**config.mk**
```make
export PLATFORM = sky130hd
export DESIGN_NAME = voxel_line_traversal_3d_flat
export DESIGN_NICKNAME = d
export VERILOG_FILES = /design/src/rtl/vlt_pkg.sv /design/src/rtl/vlt_in_if.sv /design/src/rtl/vlt_out_if.sv /design/src/rtl/vlt_setup.sv /design/src/rtl/vlt_stepper.sv /design/src/rtl/voxel_line_traversal_3d.sv /design/src/flat_wrapper.sv
export SDC_FILE = /design/constraint.sdc
export NUM_CORES = 2
export LEC_CHECK = 0
export ABC_AREA = 1
export BUFFER_PORTS_ARGS = -buffer_cell sky130_fd_sc_hd__buf_2
export CAP_MARGIN = 40
export CORE_MARGIN = 4
export CORE_UTILIZATION = 25
export DETAILED_ROUTE_END_ITERATION = 10
export PLACE_DENSITY = 0.44
export SKIP_LAST_GASP = 1
export SYNTH_ARGS = -nofsm -noshare
export SYNTH_HDL_FRONTEND = slang
export SYNTH_HIERARCHICAL = 1
export SYNTH_SLANG_ARGS = --single-unit
```
**constraint.sdc**
```tcl
create_clock -name clk -period 3.5 [get_ports clk]
set_clock_uncertainty 0.15 [all_clocks]
set_input_delay 0.175 -clock clk [delete_from_list [all_inputs] [get_ports clk]]
set_output_delay 0.175 -clock clk [all_outputs]
set_load 0.005 [all_outputs]
```
**src/rtl/vlt_pkg.sv**
```systemverilog
`timescale 1ns / 1ps

package vlt_pkg;

	// default coordinate width of every voxel field
	localparam int COORD_BITS_DEF = 10;

	// operation codes of an input beat
	localparam logic OP_LOAD = 1'b0;
	localparam logic OP_STEP = 1'b1;

	// one-hot axis select
	localparam logic [2:0] PICK_X = 3'b001;
	localparam logic [2:0] PICK_Y = 3'b010;
	localparam logic [2:0] PICK_Z = 3'b100;

	// decision of one step, passed from the stepper to the top level
	typedef struct packed {
		logic [2:0] pick;  // axis advanced, one-hot
		logic       last;  // voxel entered equals the end voxel
	} vlt_step_t;

endpackage

```
**src/rtl/vlt_in_if.sv**
```systemverilog
`timescale 1ns / 1ps

interface vlt_in_if #(
	parameter int COORD_BITS = vlt_pkg::COORD_BITS_DEF
);
	logic                         valid;
	logic                         ready;
	logic                         operation;
	logic signed [COORD_BITS-1:0] start_x;
	logic signed [COORD_BITS-1:0] start_y;
	logic signed [COORD_BITS-1:0] start_z;
	logic signed [COORD_BITS-1:0] end_x;
	logic signed [COORD_BITS-1:0] end_y;
	logic signed [COORD_BITS-1:0] end_z;

	modport source (
		output valid, operation, start_x, start_y, start_z, end_x, end_y, end_z,
		input  ready
	);
	modport sink (
		input  valid, operation, start_x, start_y, start_z, end_x, end_y, end_z,
		output ready
	);
endinterface

```
**src/rtl/vlt_out_if.sv**
```systemverilog
`timescale 1ns / 1ps

interface vlt_out_if #(
	parameter int COORD_BITS = vlt_pkg::COORD_BITS_DEF
);
	logic                         valid;
	logic                         ready;
	logic signed [COORD_BITS-1:0] voxel_x;
	logic signed [COORD_BITS-1:0] voxel_y;
	logic signed [COORD_BITS-1:0] voxel_z;
	logic                         voxel_valid;
	logic                         last_voxel;

	modport source (
		output valid, voxel_x, voxel_y, voxel_z, voxel_valid, last_voxel,
		input  ready
	);
	modport sink (
		input  valid, voxel_x, voxel_y, voxel_z, voxel_valid, last_voxel,
		output ready
	);
endinterface

```
**src/rtl/vlt_setup.sv**
```systemverilog
`timescale 1ns / 1ps

// Segment setup: direction, span and initial crossing key per axis.
module vlt_setup #(
	parameter int COORD_BITS = vlt_pkg::COORD_BITS_DEF
) (
	input  logic signed [COORD_BITS-1:0] start_pos [3],
	input  logic signed [COORD_BITS-1:0] end_pos   [3],
	output logic                         dir_neg   [3],
	output logic [3*COORD_BITS:0]        key_init  [3],
	output logic [3*COORD_BITS:0]        key_inc   [3],
	output logic                         moving
);
	localparam int DW = COORD_BITS + 1;
	localparam int PW = 2 * COORD_BITS;
	localparam int KW = 3 * COORD_BITS + 1;

	logic signed [DW-1:0]   delta [3];
	logic [DW-1:0]          mag   [3];
	logic [COORD_BITS-1:0]  eff   [3];
	logic [PW-1:0]          prod  [3];

	// per-axis difference, magnitude; a zero span counts as one
	always_comb begin
		for (int a = 0; a < 3; a++) begin
			delta[a]   = DW'(end_pos[a]) - DW'(start_pos[a]);
			dir_neg[a] = delta[a][DW-1];
			mag[a]     = delta[a][DW-1] ? (~delta[a] + DW'(1)) : delta[a];
			eff[a]     = (mag[a] == '0) ? COORD_BITS'(1) : mag[a][COORD_BITS-1:0];
		end
		moving = (delta[0] != '0) || (delta[1] != '0) || (delta[2] != '0);
	end

	// key = product of the two other spans, increment twice that
	always_comb begin
		for (int a = 0; a < 3; a++) begin
			prod[a]     = PW'(eff[(a + 1) % 3]) * PW'(eff[(a + 2) % 3]);
			key_init[a] = KW'(prod[a]);
			key_inc[a]  = KW'({prod[a], 1'b0});
		end
	end

endmodule

```
**src/rtl/vlt_stepper.sv**
```systemverilog
`timescale 1ns / 1ps

// One traversal step: pick the axis with the earliest crossing, advance it.
module vlt_stepper #(
	parameter int COORD_BITS = vlt_pkg::COORD_BITS_DEF
) (
	input  logic signed [COORD_BITS-1:0] cur_pos  [3],
	input  logic signed [COORD_BITS-1:0] tgt_pos  [3],
	input  logic                         dir_neg  [3],
	input  logic [3*COORD_BITS:0]        key      [3],
	input  logic [3*COORD_BITS:0]        key_inc  [3],
	output logic signed [COORD_BITS-1:0] nxt_pos  [3],
	output logic [3*COORD_BITS:0]        nxt_key  [3],
	output vlt_pkg::vlt_step_t           step
);
	import vlt_pkg::*;

	logic done [3];
	logic lt_xy, lt_xz, lt_yz;

	// an axis at its end coordinate never wins while another axis is not at its end
	always_comb begin
		for (int a = 0; a < 3; a++) begin
			done[a] = (cur_pos[a] == tgt_pos[a]);
		end
		lt_xy = !done[0] && (done[1] || (key[0] < key[1]));
		lt_xz = !done[0] && (done[2] || (key[0] < key[2]));
		lt_yz = !done[1] && (done[2] || (key[1] < key[2]));
	end

	// ties between x and y go to y, any tie with z goes to z
	always_comb begin
		if (lt_xy) begin
			step.pick = lt_xz ? PICK_X : PICK_Z;
		end else begin
			step.pick = lt_yz ? PICK_Y : PICK_Z;
		end
	end

	// advance the picked axis and check for the end voxel
	always_comb begin
		for (int a = 0; a < 3; a++) begin
			if (step.pick[a]) begin
				nxt_pos[a] = dir_neg[a] ? (cur_pos[a] - COORD_BITS'(1))
				                        : (cur_pos[a] + COORD_BITS'(1));
				nxt_key[a] = key[a] + key_inc[a];
			end else begin
				nxt_pos[a] = cur_pos[a];
				nxt_key[a] = key[a];
			end
		end
		step.last = (nxt_pos[0] == tgt_pos[0]) && (nxt_pos[1] == tgt_pos[1]) &&
		            (nxt_pos[2] == tgt_pos[2]);
	end

endmodule

```
**src/rtl/voxel_line_traversal_3d.sv**
```systemverilog
`timescale 1ns / 1ps

// 3D voxel line traversal.
// req carries one beat per item: operation 0 loads a segment (start and end
// voxel), operation 1 asks for the next voxel of the loaded segment.
// rsp returns exactly one beat per req beat, in order. A step beat returns
// the voxel entered with voxel_valid set and last_voxel set on the end
// voxel; a load beat, or a step after the segment is finished, returns
// voxel_valid 0 with all other fields zero.
// A segment yields |dx| + |dy| + |dz| voxels.
// The response is registered and appears in the cycle after the req
// beat. Throughput: one item per clock; the crossing-key compare and key add
// of a step sit between the state registers and the response register, the
// span multipliers of a load between the req beat and the state registers.
// Reset clears the busy flag, the segment state and the response register;
// no segment is loaded afterwards. When rsp is stalled the response register
// holds and req.ready drops until the pending beat is taken; with rsp.ready
// high, req is accepted every cycle.
module voxel_line_traversal_3d #(
	parameter int COORD_BITS = vlt_pkg::COORD_BITS_DEF
) (
	input logic        clk,
	input logic        arst_n,
	vlt_in_if.sink     req,
	vlt_out_if.source  rsp
);
	import vlt_pkg::*;

	localparam int KW = 3 * COORD_BITS + 1;

	// traversal state
	logic signed [COORD_BITS-1:0] cur_q     [3];
	logic signed [COORD_BITS-1:0] tgt_q     [3];
	logic                         neg_q     [3];
	logic [KW-1:0]                key_q     [3];
	logic [KW-1:0]                inc_q     [3];
	logic                         busy_q;

	// response register
	logic                         out_v_q;
	logic signed [COORD_BITS-1:0] vox_q     [3];
	logic                         vox_valid_q;
	logic                         last_q;

	logic signed [COORD_BITS-1:0] start_pos [3];
	logic signed [COORD_BITS-1:0] end_pos   [3];
	logic                         ld_neg    [3];
	logic [KW-1:0]                ld_key    [3];
	logic [KW-1:0]                ld_inc    [3];
	logic                         ld_moving;
	logic signed [COORD_BITS-1:0] nxt_pos   [3];
	logic [KW-1:0]                nxt_key   [3];
	vlt_step_t                    st;
	logic                         accept;

	assign start_pos[0] = req.start_x;
	assign start_pos[1] = req.start_y;
	assign start_pos[2] = req.start_z;
	assign end_pos[0]   = req.end_x;
	assign end_pos[1]   = req.end_y;
	assign end_pos[2]   = req.end_z;

	vlt_setup #(.COORD_BITS(COORD_BITS)) u_setup (
		.start_pos (start_pos),
		.end_pos   (end_pos),
		.dir_neg   (ld_neg),
		.key_init  (ld_key),
		.key_inc   (ld_inc),
		.moving    (ld_moving)
	);

	vlt_stepper #(.COORD_BITS(COORD_BITS)) u_stepper (
		.cur_pos (cur_q),
		.tgt_pos (tgt_q),
		.dir_neg (neg_q),
		.key     (key_q),
		.key_inc (inc_q),
		.nxt_pos (nxt_pos),
		.nxt_key (nxt_key),
		.step    (st)
	);

	// accept while the response register is empty or being drained
	assign req.ready = !out_v_q || rsp.ready;
	assign accept    = req.valid && req.ready;

	// control: busy flag and response valid
	always_ff @(posedge clk or negedge arst_n) begin
		if (!arst_n) begin
			busy_q  <= 1'b0;
			out_v_q <= 1'b0;
		end else begin
			if (accept) begin
				out_v_q <= 1'b1;
				if (req.operation == OP_LOAD) begin
					busy_q <= ld_moving;
				end else if (busy_q && st.last) begin
					busy_q <= 1'b0;
				end
			end else if (rsp.ready) begin
				out_v_q <= 1'b0;
			end
		end
	end

	// segment state and response payload
	always_ff @(posedge clk or negedge arst_n) begin
		if (!arst_n) begin
			vox_valid_q <= 1'b0;
			last_q      <= 1'b0;
			for (int a = 0; a < 3; a++) begin
				vox_q[a] <= '0;
				cur_q[a] <= '0;
				tgt_q[a] <= '0;
				neg_q[a] <= 1'b0;
				key_q[a] <= '0;
				inc_q[a] <= '0;
			end
		end else if (accept) begin
			vox_valid_q <= 1'b0;
			last_q      <= 1'b0;
			for (int a = 0; a < 3; a++) begin
				vox_q[a] <= '0;
			end
			if (req.operation == OP_LOAD) begin
				for (int a = 0; a < 3; a++) begin
					cur_q[a] <= start_pos[a];
					tgt_q[a] <= end_pos[a];
					neg_q[a] <= ld_neg[a];
					key_q[a] <= ld_key[a];
					inc_q[a] <= ld_inc[a];
				end
			end else if (busy_q) begin
				vox_valid_q <= 1'b1;
				last_q      <= st.last;
				for (int a = 0; a < 3; a++) begin
					cur_q[a] <= nxt_pos[a];
					key_q[a] <= nxt_key[a];
					vox_q[a] <= nxt_pos[a];
				end
			end
		end
	end

	assign rsp.valid       = out_v_q;
	assign rsp.voxel_x     = vox_q[0];
	assign rsp.voxel_y     = vox_q[1];
	assign rsp.voxel_z     = vox_q[2];
	assign rsp.voxel_valid = vox_valid_q;
	assign rsp.last_voxel  = last_q;

	// a busy walk always picks exactly one axis
	a_pick_onehot: assert property (@(posedge clk) disable iff (!arst_n)
		busy_q |-> $onehot(st.pick))
		else $error("step picked no axis or several axes");

	// the end voxel finishes the walk
	a_last_clears_busy: assert property (@(posedge clk) disable iff (!arst_n)
		(accept && req.operation == OP_STEP && busy_q && st.last) |=> !busy_q)
		else $error("walk still busy after end voxel");

	// a point segment never starts a walk
	a_point_idle: assert property (@(posedge clk) disable iff (!arst_n)
		(accept && req.operation == OP_LOAD && req.start_x == req.end_x &&
		 req.start_y == req.end_y && req.start_z == req.end_z) |=> !busy_q)
		else $error("point segment left block busy");

	// a step while idle emits nothing
	a_idle_step_empty: assert property (@(posedge clk) disable iff (!arst_n)
		(accept && req.operation == OP_STEP && !busy_q) |=>
		(!rsp.voxel_valid && !rsp.last_voxel))
		else $error("idle step emitted a voxel");

	// last flag only on an emitted voxel
	a_last_has_voxel: assert property (@(posedge clk) disable iff (!arst_n)
		(rsp.valid && rsp.last_voxel) |-> rsp.voxel_valid)
		else $error("last flag without a voxel");

endmodule
```
**src/flat_wrapper.sv**
```systemverilog
// flat-port wrapper written by rule: the top's interface ports become plain ports
module voxel_line_traversal_3d_flat import vlt_pkg::*;
#(
	parameter int COORD_BITS = vlt_pkg::COORD_BITS_DEF
)
  (clk, arst_n, req_valid, req_operation, req_start_x, req_start_y, req_start_z, req_end_x, req_end_y, req_end_z, req_ready, rsp_valid, rsp_voxel_x, rsp_voxel_y, rsp_voxel_z, rsp_voxel_valid, rsp_last_voxel, rsp_ready);
  vlt_in_if #(.COORD_BITS(COORD_BITS)) req_i ();
  vlt_out_if #(.COORD_BITS(COORD_BITS)) rsp_i ();
  input logic clk;
  input logic arst_n;
  input wire logic [$bits(req_i.valid)-1:0] req_valid;
  input wire logic [$bits(req_i.operation)-1:0] req_operation;
  input wire logic [$bits(req_i.start_x)-1:0] req_start_x;
  input wire logic [$bits(req_i.start_y)-1:0] req_start_y;
  input wire logic [$bits(req_i.start_z)-1:0] req_start_z;
  input wire logic [$bits(req_i.end_x)-1:0] req_end_x;
  input wire logic [$bits(req_i.end_y)-1:0] req_end_y;
  input wire logic [$bits(req_i.end_z)-1:0] req_end_z;
  output wire logic [$bits(req_i.ready)-1:0] req_ready;
  output wire logic [$bits(rsp_i.valid)-1:0] rsp_valid;
  output wire logic [$bits(rsp_i.voxel_x)-1:0] rsp_voxel_x;
  output wire logic [$bits(rsp_i.voxel_y)-1:0] rsp_voxel_y;
  output wire logic [$bits(rsp_i.voxel_z)-1:0] rsp_voxel_z;
  output wire logic [$bits(rsp_i.voxel_valid)-1:0] rsp_voxel_valid;
  output wire logic [$bits(rsp_i.last_voxel)-1:0] rsp_last_voxel;
  input wire logic [$bits(rsp_i.ready)-1:0] rsp_ready;
  assign req_i.valid = req_valid;
  assign req_i.operation = req_operation;
  assign req_i.start_x = req_start_x;
  assign req_i.start_y = req_start_y;
  assign req_i.start_z = req_start_z;
  assign req_i.end_x = req_end_x;
  assign req_i.end_y = req_end_y;
  assign req_i.end_z = req_end_z;
  assign req_ready = req_i.ready;
  assign rsp_valid = rsp_i.valid;
  assign rsp_voxel_x = rsp_i.voxel_x;
  assign rsp_voxel_y = rsp_i.voxel_y;
  assign rsp_voxel_z = rsp_i.voxel_z;
  assign rsp_voxel_valid = rsp_i.voxel_valid;
  assign rsp_last_voxel = rsp_i.last_voxel;
  assign rsp_i.ready = rsp_ready;
  voxel_line_traversal_3d #(.COORD_BITS(COORD_BITS)) u_core (.clk(clk), .arst_n(arst_n), .req(req_i), .rsp(rsp_i));
endmodule
```
**Word level (Yosys, flattened, before mapping)**

Cells that the tools add are included.

- Bits in registers: 250
- Bits of input ports: 65
- Output and inout port bits: 34

- Add/sub/neg operators: 15
- Multiply operators: 3
- Magnitude comparators: 3
- Equality and inequality tests: 11
- Muxes and demuxes: 32
- Bitwise logic cells: 4
- Reductions and logical operators: 29

Operators by type and width:

| kind | count |
|---|---|
| 2-to-1 mux 93 bit | 2 |
| 2-to-1 mux 30 bit | 4 |
| adder 31 x 21 -> 31 bit | 3 |
| less-than comparator 31 bit | 3 |
| 2-to-1 mux 31 bit | 3 |
| 2-to-1 mux 10 bit | 9 |
| equality test 10 bit | 6 |
| multiplier 10 x 10 -> 20 bit | 3 |
| adder 11 x 2 -> 11 bit, second input constant | 3 |
| logical NOT 11 bit | 3 |
| 2-to-1 mux 11 bit | 3 |
| inverter 11 bit | 3 |
| nonzero test 11 bit | 3 |
| subtractor 10 x 10 -> 11 bit | 3 |
| adder 10 x 2 -> 10 bit, second input constant | 3 |
| subtractor 10 x 2 -> 10 bit, second input constant | 3 |
| inequality test 2 x 1 -> 1 bit, second input constant | 5 |
| 2-to-1 mux 3 bit | 3 |
| AND reduction 3 bit | 3 |
| 2-to-1 mux 1 bit | 8 |
| logical AND 1 bit | 7 |
| logical OR 1 bit | 6 |
| AND reduction 2 bit | 3 |
| logical NOT 1 bit | 3 |
| other kinds (2) | 2 |

**Logic depth before layout (Yosys ltp)**

- Depth after elaboration: 12
- Mapped depth: 46
- Depth with buffers taken out: 45

**Cells and area by module**

Netlist, hierarchy kept.

Modules (own cells, without submodules):

| module | instances | cells an instance | area an instance (µm²) | sequential area each (µm²) |
|---|---|---|---|---|
| vlt_setup | 1 | 1983 | 13847.0 | 0.0 |
| voxel_line_traversal_3d | 1 | 1642 | 12807.3 | 7081.8 |
| vlt_stepper | 1 | 1878 | 10617.7 | 0.0 |

**Least setup slack after synthesis**

OpenSTA, ideal clock, no wires.

- Path type: input port to flip-flop
- From: in req_end_z[0]
- To: reg u_core/key_q[45] in the netlist's numbering
- Library setup time: 118 ps
- Data arrival time: 6602 ps
- Required time: 3232 ps
- Path slack: -3370 ps
- Stages: 40
- Path through: inv_1 ha_1 fa_1 ha_1 inv_1 nor2_1 nand3_1 nor2_1 nand4_1 nand2_1 nand2_1 nand2_1 nand2_1 inv_1 nand3_2 nand2_2 nand2_1 fa_1 [... 4 more ...] inv_1 fa_1 inv_1 ha_1 a21oi_1 a21boi_0 o21ai_0 nand2_1 inv_1 nand2_1 nand2_1 nand2_1 nand2_1 buf_4 nand2_1 nand2_1 nand3_1 nand2_1

RTL lines:

| item | RTL line | RTL |
|---|---|---|
| from (decl) | flat_wrapper.sv:18 | `input wire logic [$bits(req_i.end_z)-1:0] req_end_z;` |
| to (signal, indexed assignment) | voxel_line_traversal_3d.sv:130 | `key_q[a] <= ld_key[a];` |
| to (signal, indexed assignment) | voxel_line_traversal_3d.sv:138 | `key_q[a] <= nxt_key[a];` |
| to (decl) | voxel_line_traversal_3d.sv:35 | `logic [KW-1:0] key_q [3];` |

==> impl_results.md <==
- Status: complete, but fails checks
- Failing checks: setup timing
- Placed instance area: 0.0453 mm2
- Final hold violations: 0
- Max Clock Freq: 0.158 GHz
- R2R cell count: 25
- Die area: 0.155 mm2
- Post-DRT Antenna Nets: 0
- Synthesized area: about 0.037 mm2
- CTS tree: yes
- DR pass1 iterations: 6
- Synth top area share: 0.196
- Initial antenna violation count: 3
- Area Overhead vs Synth: 38.2%
- Hold_ws: 43.4 ps
- Initial core utilization: 0.252
- CTS Buf Count: 38
- Slowest CP cell: fa_2
- Std-Cell Rows: ~140
- Maximum root-to-sink buffer count: 3
- CP Data Arrival Time: between 6000 and 7000 ps
- Cell mode on critical path: fa_1
- Syn Inst Count: 5503
- Post-synth EDFFs: 0
- Critical Path Start: req_start_z[0]
- Total number of vias: 38100
- Commonest cells in the netlist: nand2_1 (1943), inv_1 (657), ha_1 (402), nand3_1 (354), nor2_1 (296)
- Final number of setup-violating endpoints: around 110
- Crit end category: flop
- Final #Nets: 6988
- Routability cong.: 0.914
- Overflow left after global routing: 0
- Initial drt markers: between 2000 and 3000
- Avg WL per Cell: ~17 um
- Vias in the first global route: 37600
- First-pass GRT wire length: 224 mm
- Max stage delay on crit path: 630 ps
- FF-to-FF Start: u_core/key_q[28]
- Final WL: between 100 and 150 mm
- Synth top area cells: nand2_1 (20%), dfrtp_1 (19%), ha_1 (13%), fa_1 (10%), inv_1 (6.6%)
- CP startpoint kind: input pin
- Hold depth: 6
- Post-synth top area cell: nand2_1
- Syn avg cell area: ~6.8 um2
- CTS Sinks: 283
- Least-Margin Pin Slew: 850 ps
- Final Worst Setup Slack: -2820 ps
- Die Y: a little under 400 um
- Synthesis Warnings: 6
- Worst-path clk slew: 60 ps
- Final std cells w/o fill: 8286
- CTS Root Cell: clkbuf_16
- Async set-reset flop share out of synthesis: 1.00
- Maximum number of pins on one net before global-route repair: 129
- Gr usage total: 0.181
- Clock Latency Late Sink: 590 ps
- Fraction of layout cells with a size suffix above 1: 0.275
- Setup CP Type: in2reg
- Post-DP HPWL: between 100 and 150 mm
- Worst min-delay path class: in2reg
- Post-route clock period utilization: 1.81
- I/O pins: 99
- Tmin final: 6320 ps
- Top_reg_cell synth: dfrtp_1
- H-tree depth: 2
- Max-Cap Viols: 0
- Crit path depth: 39
- RSZ-0062 raised after global routing: true
- Fillers: 15700
- Hold Startpoint: req_start_y[1]
- Register area share after synthesis: 0.190
- Number of synthesized register bits: about 280
- Most frequent cell after synthesis: nand2_1
- DIE WIDTH: 394 um
- Ant diodes: 0
- CP Data Required Time: 3870 ps
- Via/cell ratio: around 4.6
- Critical path's top delay family: adder cells
- IO Port Bufs: 98
- Residual DRC: 0
- Post-Route Utilization: 0.348
- Core Area: 0.148 mm2
- Dpl cells: roughly 8000
- Critical Path Fanout Max: 3
- CP bufs+invs: 6
- Final Max Tran Viols: 0
- Design Area, Final: 0.0515 mm2
- Slew HR: 0.433
- Netlist cell types: 61
## routing by layer
layer / routed length [um] / global-route usage
met5: 0 / 0
met4: 4340 / 0.0506
met3: 6740 / 0.0210
met2: 62400 / 0.282
met1: 70700 / 0.263
## what timing repair did
| item | CTS | global route |
|---|---|---|
| gates cloned | 2 | 2 |
| gates resized for setup | 493 | 248 |
| setup buffers | 80 | 73 |
| endpoints found under the setup margin | 122 | 145 |
| pin swaps | 315 | 253 |
| endpoints found under the hold margin | 149 | 0 |
| hold buffers | 74 | 0 |
## kinds of logic after synthesis
family	count (synthesis)	synth area share
flip-flops	283	0.190
other	1	0.000101
buffers and inverters	1004	0.120
AO/OA/AOI/OAI	551	0.0819
XOR/XNOR	161	0.0380
AND/OR/NAND/NOR	2906	0.330
adder cells (fa/ha/maj)	597	0.240
## per-stage QoR
stage | TNS [ps] | setup slack, ps
floorplan | -224140 | -3030
global placement | -328710 | -3740
detailed placement | -332640 | -3820
CTS | -220530 | -2780
global route | -250040 | -3180
finish | -225960 | -2820
## cell type report
| class | instances | area [um2] | share of cell area |
|---|---|---|---|
| multi-input combinational | 4282 | 29300 | 0.569 |
| timing repair buffer | 1040 | 8720 | 0.169 |
| sequential | 283 | 7100 | 0.138 |
| inverter | 680 | 2680 | 0.0520 |
| tap | 1930 | 2410 | 0.0469 |
| clock buffer | 53 | 1050 | 0.0204 |
| clock inverter | 17 | 215 | 0.00418 |
| timing repair inverter | 1 | 6.26 | 0.000121 |
## worst reg2reg max path, delay by kind of cell, from the launching register on
kind                     cells  cell delay (ps)
flip-flops                   1              360
AND/OR/NAND/NOR             18             1930
adder cells (fa/ha/maj)      1              260
buffers and inverters        6              790
## worst paths after layout
check / endpoint / slack [ps]
worst max-delay path: u_core/key_q[48] / -2820
worst min-delay path: u_core/cur_q[11] / 40
worst max register to register: u_core/busy_q / -40
worst min register to register: u_core/rsp.voxel_x[2] / 320
max in group asynchronous: u_core/key_q[31] / 2110
min in group asynchronous: u_core/rsp.voxel_y[1] / 60
## sequential cells by signal, summed over array words and instances (netlist names)
signal                  flops
u_core/rsp.voxel_valid      1
u_core/inc_q               93
u_core/rsp.voxel_z         10
u_core/key_q               93
u_core/cur_q               30
u_core/rsp.voxel_y         10
u_core/rsp.voxel_x         10
u_core/rsp.valid            1
u_core/tgt_q               30
u_core/neg_q                3
u_core/busy_q               1
u_core/rsp.last_voxel       1
## cells in the final DEF (no fill, tap or decap), drive strengths merged, types with 5 or more instances in the layout
| master | synthesis | final |
|---|---|---|
| nand2 | 1991 | 1992 |
| buf | 244 | 965 |
| inv | 674 | 674 |
| ha | 402 | 402 |
| nand3 | 365 | 365 |
| nor2 | 309 | 309 |
| a21oi | 289 | 289 |
| dfrtp | 283 | 283 |
| fa | 195 | 195 |
| o21ai | 187 | 187 |
| nand4 | 180 | 180 |
| xor2 | 101 | 101 |
| dlygate4sd3 | 0 | 74 |
| conb | 1 | 66 |
| xnor2 | 60 | 60 |
| clkbuf | 80 | 54 |
| nand3b | 20 | 20 |
| nor3 | 20 | 20 |
| a21o | 19 | 19 |
| o211ai | 14 | 14 |
| clkinv | 6 | 14 |
| or2 | 8 | 8 |
| a31oi | 7 | 7 |
| nor4 | 7 | 7 |
| clkinvlp | 0 | 6 |
| o21bai | 6 | 6 |
| a21boi | 6 | 6 |
| o22ai | 5 | 5 |
| o311ai | 5 | 5 |
Power is left out: the tool's default activity adds up to more than one toggle a clock period on the data nets, which glitch-free logic cannot reach.
